## src/rtl/assert_macros.svh

```systemverilog
// ---------------------------------------------------------------------------
// assert_macros.svh
// shared concurrent assertion shorthands, clocked on a rising edge and
// disabled while reset is low
// ---------------------------------------------------------------------------
`ifndef ASSERT_MACROS_SVH
`define ASSERT_MACROS_SVH

// same-cycle implication
`define ASSERT_IMPLY(label, clk, rst_n, ante, cons, msg) \
    label: assert property (@(posedge clk) disable iff (!rst_n) (ante) |-> (cons)) \
        else $error(msg);

// next-cycle implication
`define ASSERT_NEXT(label, clk, rst_n, ante, cons, msg) \
    label: assert property (@(posedge clk) disable iff (!rst_n) (ante) |=> (cons)) \
        else $error(msg);

`endif

```

## src/rtl/ffd_pkg.sv

```systemverilog
// ---------------------------------------------------------------------------
// ffd_pkg
// types, codes and defaults shared by the file directory allocator
// ---------------------------------------------------------------------------
package ffd_pkg;

    localparam int ENTRIES_DEF       = 64;
    localparam int SECTOR_BYTES_DEF  = 4096;
    localparam int TOTAL_SECTORS_DEF = 4096;

    localparam int MODE_W   = 2;
    localparam int BYTES_W  = 25;
    localparam int INDEX_W  = 6;
    localparam int STATUS_W = 3;
    localparam int SLOT_W   = 6;
    localparam int START_W  = 12;
    localparam int COUNT_W  = 7;
    localparam int CFG_IDX_W = 1;

    localparam logic [BYTES_W-1:0] MAX_BYTES_RESET = 25'd1048576;
    localparam logic [BYTES_W-1:0] BYTES_MAX       = 25'h1FFFFFF;

    localparam logic [MODE_W-1:0] MODE_SAVE   = 2'd0;
    localparam logic [MODE_W-1:0] MODE_DELETE = 2'd1;
    localparam logic [MODE_W-1:0] MODE_FORMAT = 2'd2;

    localparam logic [CFG_IDX_W-1:0] CFG_READY     = 1'd0;
    localparam logic [CFG_IDX_W-1:0] CFG_MAX_BYTES = 1'd1;

    typedef enum logic [STATUS_W-1:0] {
        ST_OK        = 3'd0,
        ST_NOT_READY = 3'd1,
        ST_INVALID   = 3'd2,
        ST_FULL      = 3'd3,
        ST_NOT_FOUND = 3'd4
    } ffd_status_t;

    typedef struct packed {
        logic [MODE_W-1:0]  mode;
        logic [BYTES_W-1:0] file_size;
        logic               file_format;
        logic [INDEX_W-1:0] entry_index;
    } ffd_req_t;

    typedef struct packed {
        logic [STATUS_W-1:0] status_code;
        logic [SLOT_W-1:0]   slot;
        logic [START_W-1:0]  first_sector;
        logic [COUNT_W-1:0]  file_count;
        logic [BYTES_W-1:0]  used_bytes;
    } ffd_rsp_t;

    // controller to datapath
    typedef struct packed {
        logic        load;
        logic        scan_start;
        logic        scan_run;
        logic        save_commit;
        logic        del_read;
        logic        del_commit;
        logic        fmt_clear;
        logic        set_code;
        ffd_status_t code;
        logic        emit;
    } ffd_cmd_t;

    // datapath to controller
    typedef struct packed {
        logic              not_ready;
        logic [MODE_W-1:0] mode;
        logic              size_bad;
        logic              idx_bad;
        logic              idx_valid;
        logic              scan_done;
        logic              found;
        logic              fits;
        logic              out_free;
    } ffd_stat_t;

endpackage

```

## src/rtl/ffd_req_if.sv

```systemverilog
// ---------------------------------------------------------------------------
// ffd_req_if
// request channel: valid/ready handshake carrying one request word
// ---------------------------------------------------------------------------
interface ffd_req_if;
    logic             valid;
    logic             ready;
    ffd_pkg::ffd_req_t data;

    modport source (output valid, output data, input ready);
    modport sink   (input valid, input data, output ready);
endinterface

```

## src/rtl/ffd_rsp_if.sv

```systemverilog
// ---------------------------------------------------------------------------
// ffd_rsp_if
// result channel: valid/ready handshake carrying one result word
// ---------------------------------------------------------------------------
interface ffd_rsp_if;
    logic             valid;
    logic             ready;
    ffd_pkg::ffd_rsp_t data;

    modport source (output valid, output data, input ready);
    modport sink   (input valid, input data, output ready);
endinterface

```

## src/rtl/ffd_ram.sv

```systemverilog
// ---------------------------------------------------------------------------
// ffd_ram
// generic single-write, single-read ram with registered read data
// ---------------------------------------------------------------------------
module ffd_ram #(
    parameter int WIDTH = 8,
    parameter int DEPTH = 64
) (
    input  logic                     clk,
    input  logic                     we,
    input  logic [$clog2(DEPTH)-1:0] waddr,
    input  logic [WIDTH-1:0]         wdata,
    input  logic                     re,
    input  logic [$clog2(DEPTH)-1:0] raddr,
    output logic [WIDTH-1:0]         rdata
);

    logic [WIDTH-1:0] mem [DEPTH];

    always_ff @(posedge clk)
    begin
        if (we)
        begin
            mem[waddr] <= wdata;
        end
        if (re)
        begin
            rdata <= mem[raddr];
        end
    end

endmodule

```

## src/rtl/ffd_ctrl.sv

```systemverilog
// ---------------------------------------------------------------------------
// ffd_ctrl
// request sequencer: decodes a request and steps the datapath through
// scan, check, delete, format and result hand-off
// ---------------------------------------------------------------------------
module ffd_ctrl (
    input  logic              clk,
    input  logic              rst_n,
    input  logic              req_valid,
    output logic              req_ready,
    input  ffd_pkg::ffd_stat_t st,
    output ffd_pkg::ffd_cmd_t  cmd
);

    typedef enum logic [2:0] {
        S_IDLE,
        S_DECODE,
        S_SCAN,
        S_CHECK,
        S_DEL_WAIT,
        S_FINISH
    } state_t;

    state_t state_reg;
    state_t state_next;

    always_comb
    begin
        state_next = state_reg;
        cmd        = '0;
        cmd.code   = ffd_pkg::ST_OK;
        req_ready  = 1'b0;
        case (state_reg)
            S_IDLE:
            begin
                req_ready = 1'b1;
                if (req_valid)
                begin
                    cmd.load   = 1'b1;
                    state_next = S_DECODE;
                end
            end
            S_DECODE:
            begin
                state_next   = S_FINISH;
                cmd.set_code = 1'b1;
                if (st.not_ready)
                begin
                    cmd.code = ffd_pkg::ST_NOT_READY;
                end
                else
                begin
                    case (st.mode)
                        ffd_pkg::MODE_SAVE:
                        begin
                            if (st.size_bad)
                            begin
                                cmd.code = ffd_pkg::ST_INVALID;
                            end
                            else
                            begin
                                cmd.set_code   = 1'b0;
                                cmd.scan_start = 1'b1;
                                state_next     = S_SCAN;
                            end
                        end
                        ffd_pkg::MODE_DELETE:
                        begin
                            if (st.idx_bad)
                            begin
                                cmd.code = ffd_pkg::ST_INVALID;
                            end
                            else if (!st.idx_valid)
                            begin
                                cmd.code = ffd_pkg::ST_NOT_FOUND;
                            end
                            else
                            begin
                                cmd.set_code = 1'b0;
                                cmd.del_read = 1'b1;
                                state_next   = S_DEL_WAIT;
                            end
                        end
                        ffd_pkg::MODE_FORMAT:
                        begin
                            cmd.fmt_clear = 1'b1;
                            cmd.code      = ffd_pkg::ST_OK;
                        end
                        default:
                        begin
                            cmd.code = ffd_pkg::ST_INVALID;
                        end
                    endcase
                end
            end
            S_SCAN:
            begin
                cmd.scan_run = 1'b1;
                if (st.scan_done)
                begin
                    state_next = S_CHECK;
                end
            end
            S_CHECK:
            begin
                cmd.set_code = 1'b1;
                if (st.found && st.fits)
                begin
                    cmd.save_commit = 1'b1;
                    cmd.code        = ffd_pkg::ST_OK;
                end
                else
                begin
                    cmd.code = ffd_pkg::ST_FULL;
                end
                state_next = S_FINISH;
            end
            S_DEL_WAIT:
            begin
                cmd.del_commit = 1'b1;
                cmd.set_code   = 1'b1;
                cmd.code       = ffd_pkg::ST_OK;
                state_next     = S_FINISH;
            end
            S_FINISH:
            begin
                if (st.out_free)
                begin
                    cmd.emit   = 1'b1;
                    state_next = S_IDLE;
                end
            end
            default:
            begin
                state_next = S_IDLE;
            end
        endcase
    end

    always_ff @(posedge clk or negedge rst_n)
    begin
        if (!rst_n)
        begin
            state_reg <= S_IDLE;
        end
        else
        begin
            state_reg <= state_next;
        end
    end

endmodule

```

## src/rtl/ffd_dpath.sv

```systemverilog
// ---------------------------------------------------------------------------
// ffd_dpath
// directory datapath: config registers, valid bits, entry ram, free-slot
// and end-sector scan, sector count, totals and result register
// ---------------------------------------------------------------------------
module ffd_dpath #(
    parameter int ENTRIES       = ffd_pkg::ENTRIES_DEF,
    parameter int SECTOR_BYTES  = ffd_pkg::SECTOR_BYTES_DEF,
    parameter int TOTAL_SECTORS = ffd_pkg::TOTAL_SECTORS_DEF
) (
    input  logic                                clk,
    input  logic                                rst_n,
    input  logic                                cfg_we,
    input  logic [ffd_pkg::CFG_IDX_W-1:0]       cfg_index,
    input  logic [ffd_pkg::BYTES_W-1:0]         cfg_data,
    input  ffd_pkg::ffd_req_t                   req_data,
    input  logic                                rsp_ready,
    output logic                                rsp_valid,
    output ffd_pkg::ffd_rsp_t                   rsp_data,
    input  ffd_pkg::ffd_cmd_t                   cmd,
    output ffd_pkg::ffd_stat_t                  st
);

    localparam int BYTES_W  = ffd_pkg::BYTES_W;
    localparam int IDX_W    = $clog2(ENTRIES);
    localparam int SCNT_W   = IDX_W + 1;
    localparam int CNT_W    = $clog2(ENTRIES + 1);
    localparam int SEC_W    = $clog2(TOTAL_SECTORS + 1);
    localparam int SUM_W    = BYTES_W + $clog2(ENTRIES);
    localparam int DIV_W    = BYTES_W + 1;
    localparam int SB_SHIFT = $clog2(SECTOR_BYTES);
    localparam int FIT_W    = DIV_W + 1;
    localparam int WORD_W   = 1 + BYTES_W + SEC_W;

    // config
    logic                  ready_cfg_reg;
    logic [BYTES_W-1:0]    max_bytes_reg;

    // latched request
    logic [ffd_pkg::MODE_W-1:0] mode_reg;
    logic [BYTES_W-1:0]    size_reg;
    logic                  fmt_reg;
    logic [IDX_W-1:0]      idx_reg;
    logic                  idx_bad_reg;

    // directory state
    logic [ENTRIES-1:0]    valid_reg;
    logic [CNT_W-1:0]      count_reg;
    logic [SUM_W-1:0]      sum_reg;

    // scan
    logic [SCNT_W-1:0]     scan_cnt_reg;
    logic                  pend_reg;
    logic                  pend_valid_reg;
    logic                  found_reg;
    logic [IDX_W-1:0]      free_reg;
    logic [SEC_W-1:0]      max_reg;

    // rounded-up sector count of the requested size
    logic [DIV_W-1:0]      need_reg;

    ffd_pkg::ffd_status_t  code_reg;
    logic                  save_ok_reg;
    logic                  rsp_valid_reg;
    ffd_pkg::ffd_rsp_t     rsp_data_reg;

    logic                  issue;
    logic [IDX_W-1:0]      scan_addr;
    logic                  ram_re;
    logic [IDX_W-1:0]      ram_raddr;
    logic [WORD_W-1:0]     ram_rdata;
    logic [WORD_W-1:0]     ram_wdata;
    logic [SEC_W-1:0]      rd_end;
    logic [BYTES_W-1:0]    rd_bytes;
    logic [DIV_W-1:0]      round_up;
    logic [FIT_W-1:0]      end_sum;
    logic [SEC_W-1:0]      new_end;
    logic [BYTES_W-1:0]    bytes_sat;

    assign scan_addr = scan_cnt_reg[IDX_W-1:0];
    assign issue     = cmd.scan_run && (scan_cnt_reg != SCNT_W'(ENTRIES));
    assign ram_re    = issue || cmd.del_read;
    assign ram_raddr = issue ? scan_addr : idx_reg;
    assign rd_end    = ram_rdata[SEC_W-1:0];
    assign rd_bytes  = ram_rdata[SEC_W +: BYTES_W];

    // sector size is a power of two, so the count is a shift
    assign round_up = DIV_W'(size_reg) + DIV_W'(SECTOR_BYTES - 1);

    assign end_sum   = FIT_W'(max_reg) + FIT_W'(need_reg);
    assign new_end   = end_sum[SEC_W-1:0];
    assign ram_wdata = {fmt_reg, size_reg, new_end};

    assign bytes_sat = (sum_reg > SUM_W'(ffd_pkg::BYTES_MAX)) ? ffd_pkg::BYTES_MAX
                                                              : sum_reg[BYTES_W-1:0];

    always_comb
    begin
        st.not_ready = !ready_cfg_reg;
        st.mode      = mode_reg;
        st.size_bad  = (size_reg == '0) || (size_reg > max_bytes_reg);
        st.idx_bad   = idx_bad_reg;
        st.idx_valid = valid_reg[idx_reg];
        st.scan_done = (scan_cnt_reg == SCNT_W'(ENTRIES)) && !pend_reg;
        st.found     = found_reg;
        st.fits      = end_sum <= FIT_W'(TOTAL_SECTORS);
        st.out_free  = !rsp_valid_reg || rsp_ready;
    end

    ffd_ram #(
        .WIDTH (WORD_W),
        .DEPTH (ENTRIES)
    ) u_entry_ram (
        .clk   (clk),
        .we    (cmd.save_commit),
        .waddr (free_reg),
        .wdata (ram_wdata),
        .re    (ram_re),
        .raddr (ram_raddr),
        .rdata (ram_rdata)
    );

    // control state
    always_ff @(posedge clk or negedge rst_n)
    begin
        if (!rst_n)
        begin
            ready_cfg_reg <= 1'b0;
            max_bytes_reg <= ffd_pkg::MAX_BYTES_RESET;
            valid_reg     <= '0;
            count_reg     <= '0;
            sum_reg       <= '0;
            scan_cnt_reg  <= '0;
            pend_reg      <= 1'b0;
            found_reg     <= 1'b0;
            save_ok_reg   <= 1'b0;
            rsp_valid_reg <= 1'b0;
        end
        else
        begin
            if (cfg_we)
            begin
                case (cfg_index)
                    ffd_pkg::CFG_READY:     ready_cfg_reg <= cfg_data[0];
                    ffd_pkg::CFG_MAX_BYTES: max_bytes_reg <= cfg_data;
                    default:                ;
                endcase
            end

            if (cmd.scan_start)
            begin
                scan_cnt_reg <= '0;
                found_reg    <= 1'b0;
            end
            else if (issue)
            begin
                scan_cnt_reg <= scan_cnt_reg + SCNT_W'(1);
                if (!found_reg && !valid_reg[scan_addr])
                begin
                    found_reg <= 1'b1;
                end
            end
            pend_reg <= issue;

            if (cmd.load)
            begin
                save_ok_reg <= 1'b0;
            end

            if (cmd.save_commit)
            begin
                valid_reg[free_reg] <= 1'b1;
                count_reg           <= count_reg + CNT_W'(1);
                sum_reg             <= sum_reg + SUM_W'(size_reg);
                save_ok_reg         <= 1'b1;
            end
            else if (cmd.del_commit)
            begin
                valid_reg[idx_reg] <= 1'b0;
                count_reg          <= count_reg - CNT_W'(1);
                sum_reg            <= sum_reg - SUM_W'(rd_bytes);
            end
            else if (cmd.fmt_clear)
            begin
                valid_reg <= '0;
                count_reg <= '0;
                sum_reg   <= '0;
            end

            if (cmd.emit)
            begin
                rsp_valid_reg <= 1'b1;
            end
            else if (rsp_ready)
            begin
                rsp_valid_reg <= 1'b0;
            end
        end
    end

    // payload registers
    always_ff @(posedge clk)
    begin
        if (cmd.load)
        begin
            mode_reg    <= req_data.mode;
            size_reg    <= req_data.file_size;
            fmt_reg     <= req_data.file_format;
            idx_reg     <= IDX_W'(req_data.entry_index);
            idx_bad_reg <= 32'(req_data.entry_index) >= ENTRIES;
        end

        if (cmd.scan_start)
        begin
            max_reg  <= SEC_W'(1);
            need_reg <= round_up >> SB_SHIFT;
        end
        else if (pend_reg && pend_valid_reg && (rd_end > max_reg))
        begin
            max_reg <= rd_end;
        end
        pend_valid_reg <= valid_reg[scan_addr];
        if (issue && !found_reg && !valid_reg[scan_addr])
        begin
            free_reg <= scan_addr;
        end

        if (cmd.set_code)
        begin
            code_reg <= cmd.code;
        end

        if (cmd.emit)
        begin
            rsp_data_reg.status_code  <= code_reg;
            rsp_data_reg.slot         <= save_ok_reg ? ffd_pkg::SLOT_W'(free_reg) : '0;
            rsp_data_reg.first_sector <= save_ok_reg ? ffd_pkg::START_W'(max_reg) : '0;
            if (code_reg == ffd_pkg::ST_NOT_READY)
            begin
                rsp_data_reg.file_count <= '0;
                rsp_data_reg.used_bytes <= '0;
            end
            else
            begin
                rsp_data_reg.file_count <= ffd_pkg::COUNT_W'(count_reg);
                rsp_data_reg.used_bytes <= bytes_sat;
            end
        end
    end

    assign rsp_valid = rsp_valid_reg;
    assign rsp_data  = rsp_data_reg;

endmodule

```

## src/rtl/flash_file_directory_allocator.sv

```systemverilog
// ---------------------------------------------------------------------------
// flash_file_directory_allocator
// file directory allocator for a sector-addressed flash
// ---------------------------------------------------------------------------
// One request word is taken at a time. A save scans the directory,
// reading one directory entry per cycle from the entry ram's single read
// port, before its result word can be taken. The result sits in an
// output register, so the next request is accepted while an earlier
// result waits to be taken. The directory reads all-empty right after
// reset with no clearing pass.
// ---------------------------------------------------------------------------
`include "assert_macros.svh"

module flash_file_directory_allocator #(
    parameter int ENTRIES       = ffd_pkg::ENTRIES_DEF,
    parameter int SECTOR_BYTES  = ffd_pkg::SECTOR_BYTES_DEF,
    parameter int TOTAL_SECTORS = ffd_pkg::TOTAL_SECTORS_DEF
) (
    input  logic                          clk,
    input  logic                          rst_n,
    input  logic                          cfg_we,
    input  logic [ffd_pkg::CFG_IDX_W-1:0] cfg_index,
    input  logic [ffd_pkg::BYTES_W-1:0]   cfg_data,
    ffd_req_if.sink                       req,
    ffd_rsp_if.source                     rsp
);

    ffd_pkg::ffd_cmd_t  cmd;
    ffd_pkg::ffd_stat_t st;
    logic               req_ready;
    logic               rsp_valid;
    ffd_pkg::ffd_rsp_t  rsp_data;

    ffd_ctrl u_ctrl (
        .clk       (clk),
        .rst_n     (rst_n),
        .req_valid (req.valid),
        .req_ready (req_ready),
        .st        (st),
        .cmd       (cmd)
    );

    ffd_dpath #(
        .ENTRIES       (ENTRIES),
        .SECTOR_BYTES  (SECTOR_BYTES),
        .TOTAL_SECTORS (TOTAL_SECTORS)
    ) u_dpath (
        .clk       (clk),
        .rst_n     (rst_n),
        .cfg_we    (cfg_we),
        .cfg_index (cfg_index),
        .cfg_data  (cfg_data),
        .req_data  (req.data),
        .rsp_ready (rsp.ready),
        .rsp_valid (rsp_valid),
        .rsp_data  (rsp_data),
        .cmd       (cmd),
        .st        (st)
    );

    assign req.ready = req_ready;
    assign rsp.valid = rsp_valid;
    assign rsp.data  = rsp_data;

    // one request in flight
    `ASSERT_NEXT(a_one_in_flight, clk, rst_n, req.valid && req_ready, !req_ready, "request accepted while busy")
    // not-ready answers carry no totals
    `ASSERT_IMPLY(a_not_ready_zero, clk, rst_n, rsp_valid && (rsp_data.status_code == ffd_pkg::ST_NOT_READY), (rsp_data.file_count == '0) && (rsp_data.used_bytes == '0), "not-ready result with totals")
    // only a good save reports a slot or start sector
    `ASSERT_IMPLY(a_fail_no_slot, clk, rst_n, rsp_valid && (rsp_data.status_code != ffd_pkg::ST_OK), (rsp_data.slot == '0) && (rsp_data.first_sector == '0), "failed request reports a slot")
    // bytes in use need at least one file
    `ASSERT_IMPLY(a_bytes_need_file, clk, rst_n, rsp_valid && (rsp_data.used_bytes != '0), rsp_data.file_count != '0, "bytes in use with no files")

endmodule
```

## src/flat_wrapper.sv

```systemverilog
// flat-port wrapper written by rule: the top's interface ports become plain ports
module flash_file_directory_allocator_flat 
#(
    parameter int ENTRIES       = ffd_pkg::ENTRIES_DEF,
    parameter int SECTOR_BYTES  = ffd_pkg::SECTOR_BYTES_DEF,
    parameter int TOTAL_SECTORS = ffd_pkg::TOTAL_SECTORS_DEF
)
  (clk, rst_n, cfg_we, cfg_index, cfg_data, req_valid, req_data, req_ready, rsp_valid, rsp_data, rsp_ready);
  ffd_req_if req_i ();
  ffd_rsp_if rsp_i ();
  input  logic clk;
  input  logic rst_n;
  input  logic cfg_we;
  input  logic [ffd_pkg::CFG_IDX_W-1:0] cfg_index;
  input  logic [ffd_pkg::BYTES_W-1:0] cfg_data;
  input wire logic [$bits(req_i.valid)-1:0] req_valid;
  input wire logic [$bits(req_i.data)-1:0] req_data;
  output wire logic [$bits(req_i.ready)-1:0] req_ready;
  output wire logic [$bits(rsp_i.valid)-1:0] rsp_valid;
  output wire logic [$bits(rsp_i.data)-1:0] rsp_data;
  input wire logic [$bits(rsp_i.ready)-1:0] rsp_ready;
  assign req_i.valid = req_valid;
  assign req_i.data = req_data;
  assign req_ready = req_i.ready;
  assign rsp_valid = rsp_i.valid;
  assign rsp_data = rsp_i.data;
  assign rsp_i.ready = rsp_ready;
  flash_file_directory_allocator #(.ENTRIES(ENTRIES), .SECTOR_BYTES(SECTOR_BYTES), .TOTAL_SECTORS(TOTAL_SECTORS)) u_core (.clk(clk), .rst_n(rst_n), .cfg_we(cfg_we), .cfg_index(cfg_index), .cfg_data(cfg_data), .req(req_i), .rsp(rsp_i));
endmodule
```

## config.mk

```make
export PLATFORM = sky130hd
export DESIGN_NAME = flash_file_directory_allocator_flat
export DESIGN_NICKNAME = d
export VERILOG_FILES = /design/src/rtl/ffd_pkg.sv /design/src/rtl/ffd_req_if.sv /design/src/rtl/ffd_rsp_if.sv /design/src/rtl/ffd_ram.sv /design/src/rtl/ffd_ctrl.sv /design/src/rtl/ffd_dpath.sv /design/src/rtl/flash_file_directory_allocator.sv /design/src/flat_wrapper.sv
export VERILOG_INCLUDE_DIRS = /design/src /design/src/rtl
export SDC_FILE = /design/constraint.sdc
export NUM_CORES = 2
export LEC_CHECK = 0
export BUFFER_PORTS_ARGS = -buffer_cell sky130_fd_sc_hd__buf_2
export CAP_MARGIN = 20
export CORE_UTILIZATION = 35
export DETAILED_ROUTE_END_ITERATION = 10
export GPL_ROUTABILITY_DRIVEN = 0
export GPL_TIMING_DRIVEN = 1
export SLEW_MARGIN = 20
export SYNTH_ARGS = -nofsm -noshare
export SYNTH_HDL_FRONTEND = slang
export SYNTH_HIERARCHICAL = 1
export SYNTH_SLANG_ARGS = --single-unit
```

## constraint.sdc

```tcl
create_clock -name clk -period 12.05 [get_ports clk]
set_input_delay 0.6025 -clock clk [delete_from_list [all_inputs] [get_ports clk]]
set_output_delay 0.6025 -clock clk [all_outputs]
set_load 0.005 [all_outputs]
```

# Word level (Yosys, flattened, before mapping)
# Memory sizes are Yosys's and may differ from the RTL's. A register that Yosys moved wholly into a read port is not among the register bits.
# Index checks and enable logic that the tools add are counted.
# W data, S select, Z words.
dict set report op_classes {
  n_addsub 7
  mul 0
  div 0
  order_cmp 9
  eq_ne 13
  shift 0
  n_mux 67
  bitwise 4
  n_reduce_logical 30
}
# cell n
set op_table {}
lappend op_table {{$mux W64} 3}
lappend op_table {{$mux W31} 3}
lappend op_table {{$and A64 B64 Y64} 1}
lappend op_table {{$not A64 Y64} 1}
lappend op_table {{$or A64 B64 Y64} 1}
lappend op_table {{$mux W1} 35}
lappend op_table {{$mux W7} 5}
lappend op_table {{$add A31 B25 Y31} 1}
lappend op_table {{$gt A31 B25 Y1 const B} 1}
lappend op_table {{$sub A31 B25 Y31} 1}
lappend op_table {{$add A25 B12 Y26 const B} 1}
lappend op_table {{$gt A25 B25 Y1} 1}
lappend op_table {{$logic_not A25 Y1} 1}
lappend op_table {{$mux W25} 1}
lappend op_table {{$lt A6 B7 Y1 const B} 3}
lappend op_table {{$mux W3} 7}
lappend op_table {{$add A13 B14 Y15} 1}
lappend op_table {{$le A15 B13 Y1 const B} 1}
lappend op_table {{$pmux W3 S5} 1}
lappend op_table {{$add A7 B1 Y7 const B} 2}
lappend op_table {{$gt A13 B13 Y1} 1}
lappend op_table {{$bmux W1 S6} 2}
lappend op_table {{$demux W1 S6} 2}
lappend op_table {{$ge A6 B1 Y1 const B} 2}
lappend op_table {{27 further kinds} 52}
dict set report totals {
  register_bits 266
  latch_bits 0
  ram_bits 2496
  rom_bits 0
  input_bits 65
  out_inout_bits 55
  wordCells 156
  mem_count 1
}
# name depth width read_ports rd_clocked_by_memory_dff wr line_no
set mem_list {}
lappend mem_list {u_core.u_dpath.u_entry_ram.mem 64 39 1 1 1 ffd_ram.sv:18} ;# logic [WIDTH-1:0] mem [DEPTH];

# Logic depth before layout (Yosys ltp)
dict set report depth {
  word_depth 9
  ltp_mapped 19
  depth_no_buf 18
}

# Hierarchy
# Netlist, hierarchy kept.
# mod n_inst cells_per_inst area_each_um2 seq_area_each_um2
set by_module_without_submodules {}
lappend by_module_without_submodules {ffd_ram 1 4059 95743.1 76123.0}
lappend by_module_without_submodules {ffd_dpath 1 1546 15827.7 7063.0}
lappend by_module_without_submodules {ffd_ctrl 1 48 371.6 75.1}

# Worst setup path before layout
# Ideal clock, no wire load.
dict set report synth_path {
  path_type {register -> register}
  startpoint {reg u_core.u_dpath.need_reg[1]}
  endpoint {mem u_core/u_dpath/u_entry_ram/mem[48][0] (netlist name) (enable)}
  setup_ps 484
  arrival_time_ps 7475
  required_ps 11566
  setup_slack_ps 4092
  path_stages_with_launch 15
  n_path_buf 0
  period_less_slack_ps 7958
  cell_sequence {edfxtp_1 ha_1 a21o_1 a21oi_2 xnor2_1 or4_1 or4_1 or4_1 or3_1 a2111oi_2 nand3_1 nor2_1 nor2b_1 nand4b_1 nor3_1}
}
# item line_no
set synth_lines {}
lappend synth_lines {{start, declared} ffd_dpath.sv:60} ;# logic [DIV_W-1:0] need_reg;
lappend synth_lines {{start signal, assigned} ffd_dpath.sv:216} ;# need_reg <= round_up >> SB_SHIFT;
lappend synth_lines {{end, declared} ffd_ram.sv:18}

==> summary.txt <==
Run status
  – Run status: completed

Layout
  – Post-route cell area: 125,000 sq um
  – Nets: 6,095
  – Syn-to-layout area delta: 14.6%
  – Layout Utilization: 40.5%
  – Largest register FFs: 2,432
  – Share of cells above drive strength 1: 24.8%
  – Commonest non-fill, non-tap cell in the layout: edfxtp_1
  – Most frequent cells in the layout: 2,579 x edfxtp_1, 624 x mux4_2, 296 x clkbuf_16, 191 x buf_4, 178 x a21oi_1

Clock tree
  – CTS tree: done
  – H-tree depth: 5
  – Maximum clock path buffer count: 4
  – Post-cts resize count: 0
  – Clk sinks: 2,735
  – Clock transition at the registers of the reported paths: 0.06 ns
  – CTS root buffer: clkbuf_16
  – CTS Buf Count: 288
  – Clock latency on the worst-skew pair: 0.95 ns

STA
  – Fin. max-slew vios: 0
  – Final worst-path cycle share: 65.0%
  – Achievable Freq: 0.128 GHz
  – WHS: 0.115 ns
  – Worst Max-Slew Pin Slew: 1.17 ns
  – # setup viols final: 0
  – Setup Skew: 0.0660 ns
  – Rel. slew slack: 21.1%
  – Final Hold Viols: 0
  – Setup TNS Final: 0 ns
  – RSZ-0062 raised after global routing: no
  – Min cycle time layout: 7.83 ns

Setup path
  – Critical Path RT: 12.62 ns
  – CP cell instances: ha_2 > fa_2 > a21o_1 > a21oi_1 > nand2b_1 > a221oi_4 > buf_4 > or4_1 > or4_1 > or3_1 > a2111oi_2 > nand3_1 > nor2_4 > buf_4 > nand3_1 > nor2_4 > buf_4
  – Peak per-stage delay on the critical path: 0.86 ns
  – WP buf/inv: 3
  – Critical path's slowest cell: nor2_4
  – Most used cell, CP: buf_4
  – Crit-path leading delay family: simple AND/OR/NAND/NOR gates
  – Worst EP arrival: 8.41 ns
  – Worst-path fanout max: 65
  – Endpoint type of the worst setup path: flip-flop
  – Crit Path Class: flip-flop to flip-flop
  – CP startpoint kind: flip-flop

Pwr
  – Peak supply drop: 0.126 mV
  – Power consumption: 23,100 uW
  – Static Leak: 0.0401 uW
  – Power Density: 184 nW/um^2

Route
  – Detailed Routing Iterations Pass 1: 6
  – Vias after detailed routing: 57,650
  – DR DRC count: 0
  – Detail Route Antenna Nets: 0
  – Initial drt markers: 6,376
  – DR WL/cell: 28.7 um
  – DRT Wirelength: 295,000 um
  – Drt via density: 5.62

Worst hold path
  – Worst hold path class: input pin to flip-flop

Global route
  – Largest net degree at the start of global routing: 130
  – Remaining Overflow, GRT: 0
  – Vias in the first global route: 57,202
  – Initial antenna violation count: 10
  – First-pass GRT wire length: 417,000 um
  – All-Layer GR Usage: 18.4%

Die
  – Top Ports: 120
  – Die Y: 561 um
  – Die area: 315,000 sq um
  – Core area: 310,000 sq um
  – Die W: 561 um
  – Initial core utilization: 35.3%
  – Placement row count: 204

Synth
  – Synthesized Nets: 5,725
  – Yosys Warn Count: 6
  – Syn Area/Cell: 19.7 sq um
  – Netlist Area Pre-Place: 109,000 sq um
  – Mapped Cells: 5,552

Placed design
  – Dpl cell area: 116,000 sq um
  – # port buffers: 118
  – DPL Wire Length: 168,000 um

Flow run
  – Max Cap Viol: 0
[worst paths after layout]
path                       slack (ns)                                 start                                        endpoint  cells past startpoint
min in group asynchronous        0.21                                 rst_n          u_core/u_ctrl/state_reg[0]$_DFFE_PN0P_                      2
hold reg to reg                  0.45  u_core/u_dpath/code_reg[2]$_DFFE_PP_           u_core/u_dpath/rsp_data[52]$_DFFE_PP_                      0
setup reg to reg                 4.22  u_core/u_dpath/need_reg[0]$_DFFE_PP_  u_core/u_dpath/u_entry_ram/mem[1][2]$_DFFE_PP_                     17
setup / recovery                 4.22  u_core/u_dpath/need_reg[0]$_DFFE_PP_  u_core/u_dpath/u_entry_ram/mem[1][2]$_DFFE_PP_                     17
hold / removal                   0.11                             req_valid          u_core/u_dpath/save_ok_reg$_DFFE_PN0P_                      3
max in group asynchronous       10.62                                 rst_n        u_core/u_dpath/valid_reg[14]$_DFFE_PN0P_                      3
[layer usage]
metal  vias to the layer above  GRT usage, %  routed length [um]
met3                       407          3.64               25500
met1                     30852          25.6              122000
li1                      23744             -                   -
met5                         -             0                  12
met2                      2645          28.9              137000
met4                         2          6.29               10100
[cell type report]
type	instances	area [sq um]
diodes	10	25.0
clock buffers	352	7620
inverters	93	349
flip-flops and latches	2735	81300
well taps	4120	5150
fillers	27264	184000
multi-input cells	2423	27100
clock inverters	140	1080
repair buffers	381	2850
[report_power, final]
group / leakage [uW] / internal (uW) / switching [uW]
registers: 0.0252 / 10800 / 178
logic: 0.0107 / 1380 / 2380
clock network: 0.00424 / 4820 / 3530
total: 0.0401 / 17000 / 6080
[worst reg2reg max path, delay by kind of cell (launching register included)]
family	cells	cell delay (ns)
AO/OA/AOI/OAI	4	1.29
AND/OR/NAND/NOR	8	3.74
flip-flops	1	0.37
buffers and inverters	3	1.48
adder cells (fa/ha/maj)	2	0.59
[repair_timing]
item | CTS | global route
hold buffers | 62 | 0
setup buffers | 0 | 0
endpoints found under the hold margin | 119 | 0
[through the flow]
step           setup WS, ns  std cells
2_1_floorplan          4.16       5552
3_3_place_gp           4.33       9689
3_5_place_dp           4.31       9689
4_1_cts                4.26      10243
5_1_grt                3.97      10244
6_report               4.22      10254
(Power assumes the default switching activity.)
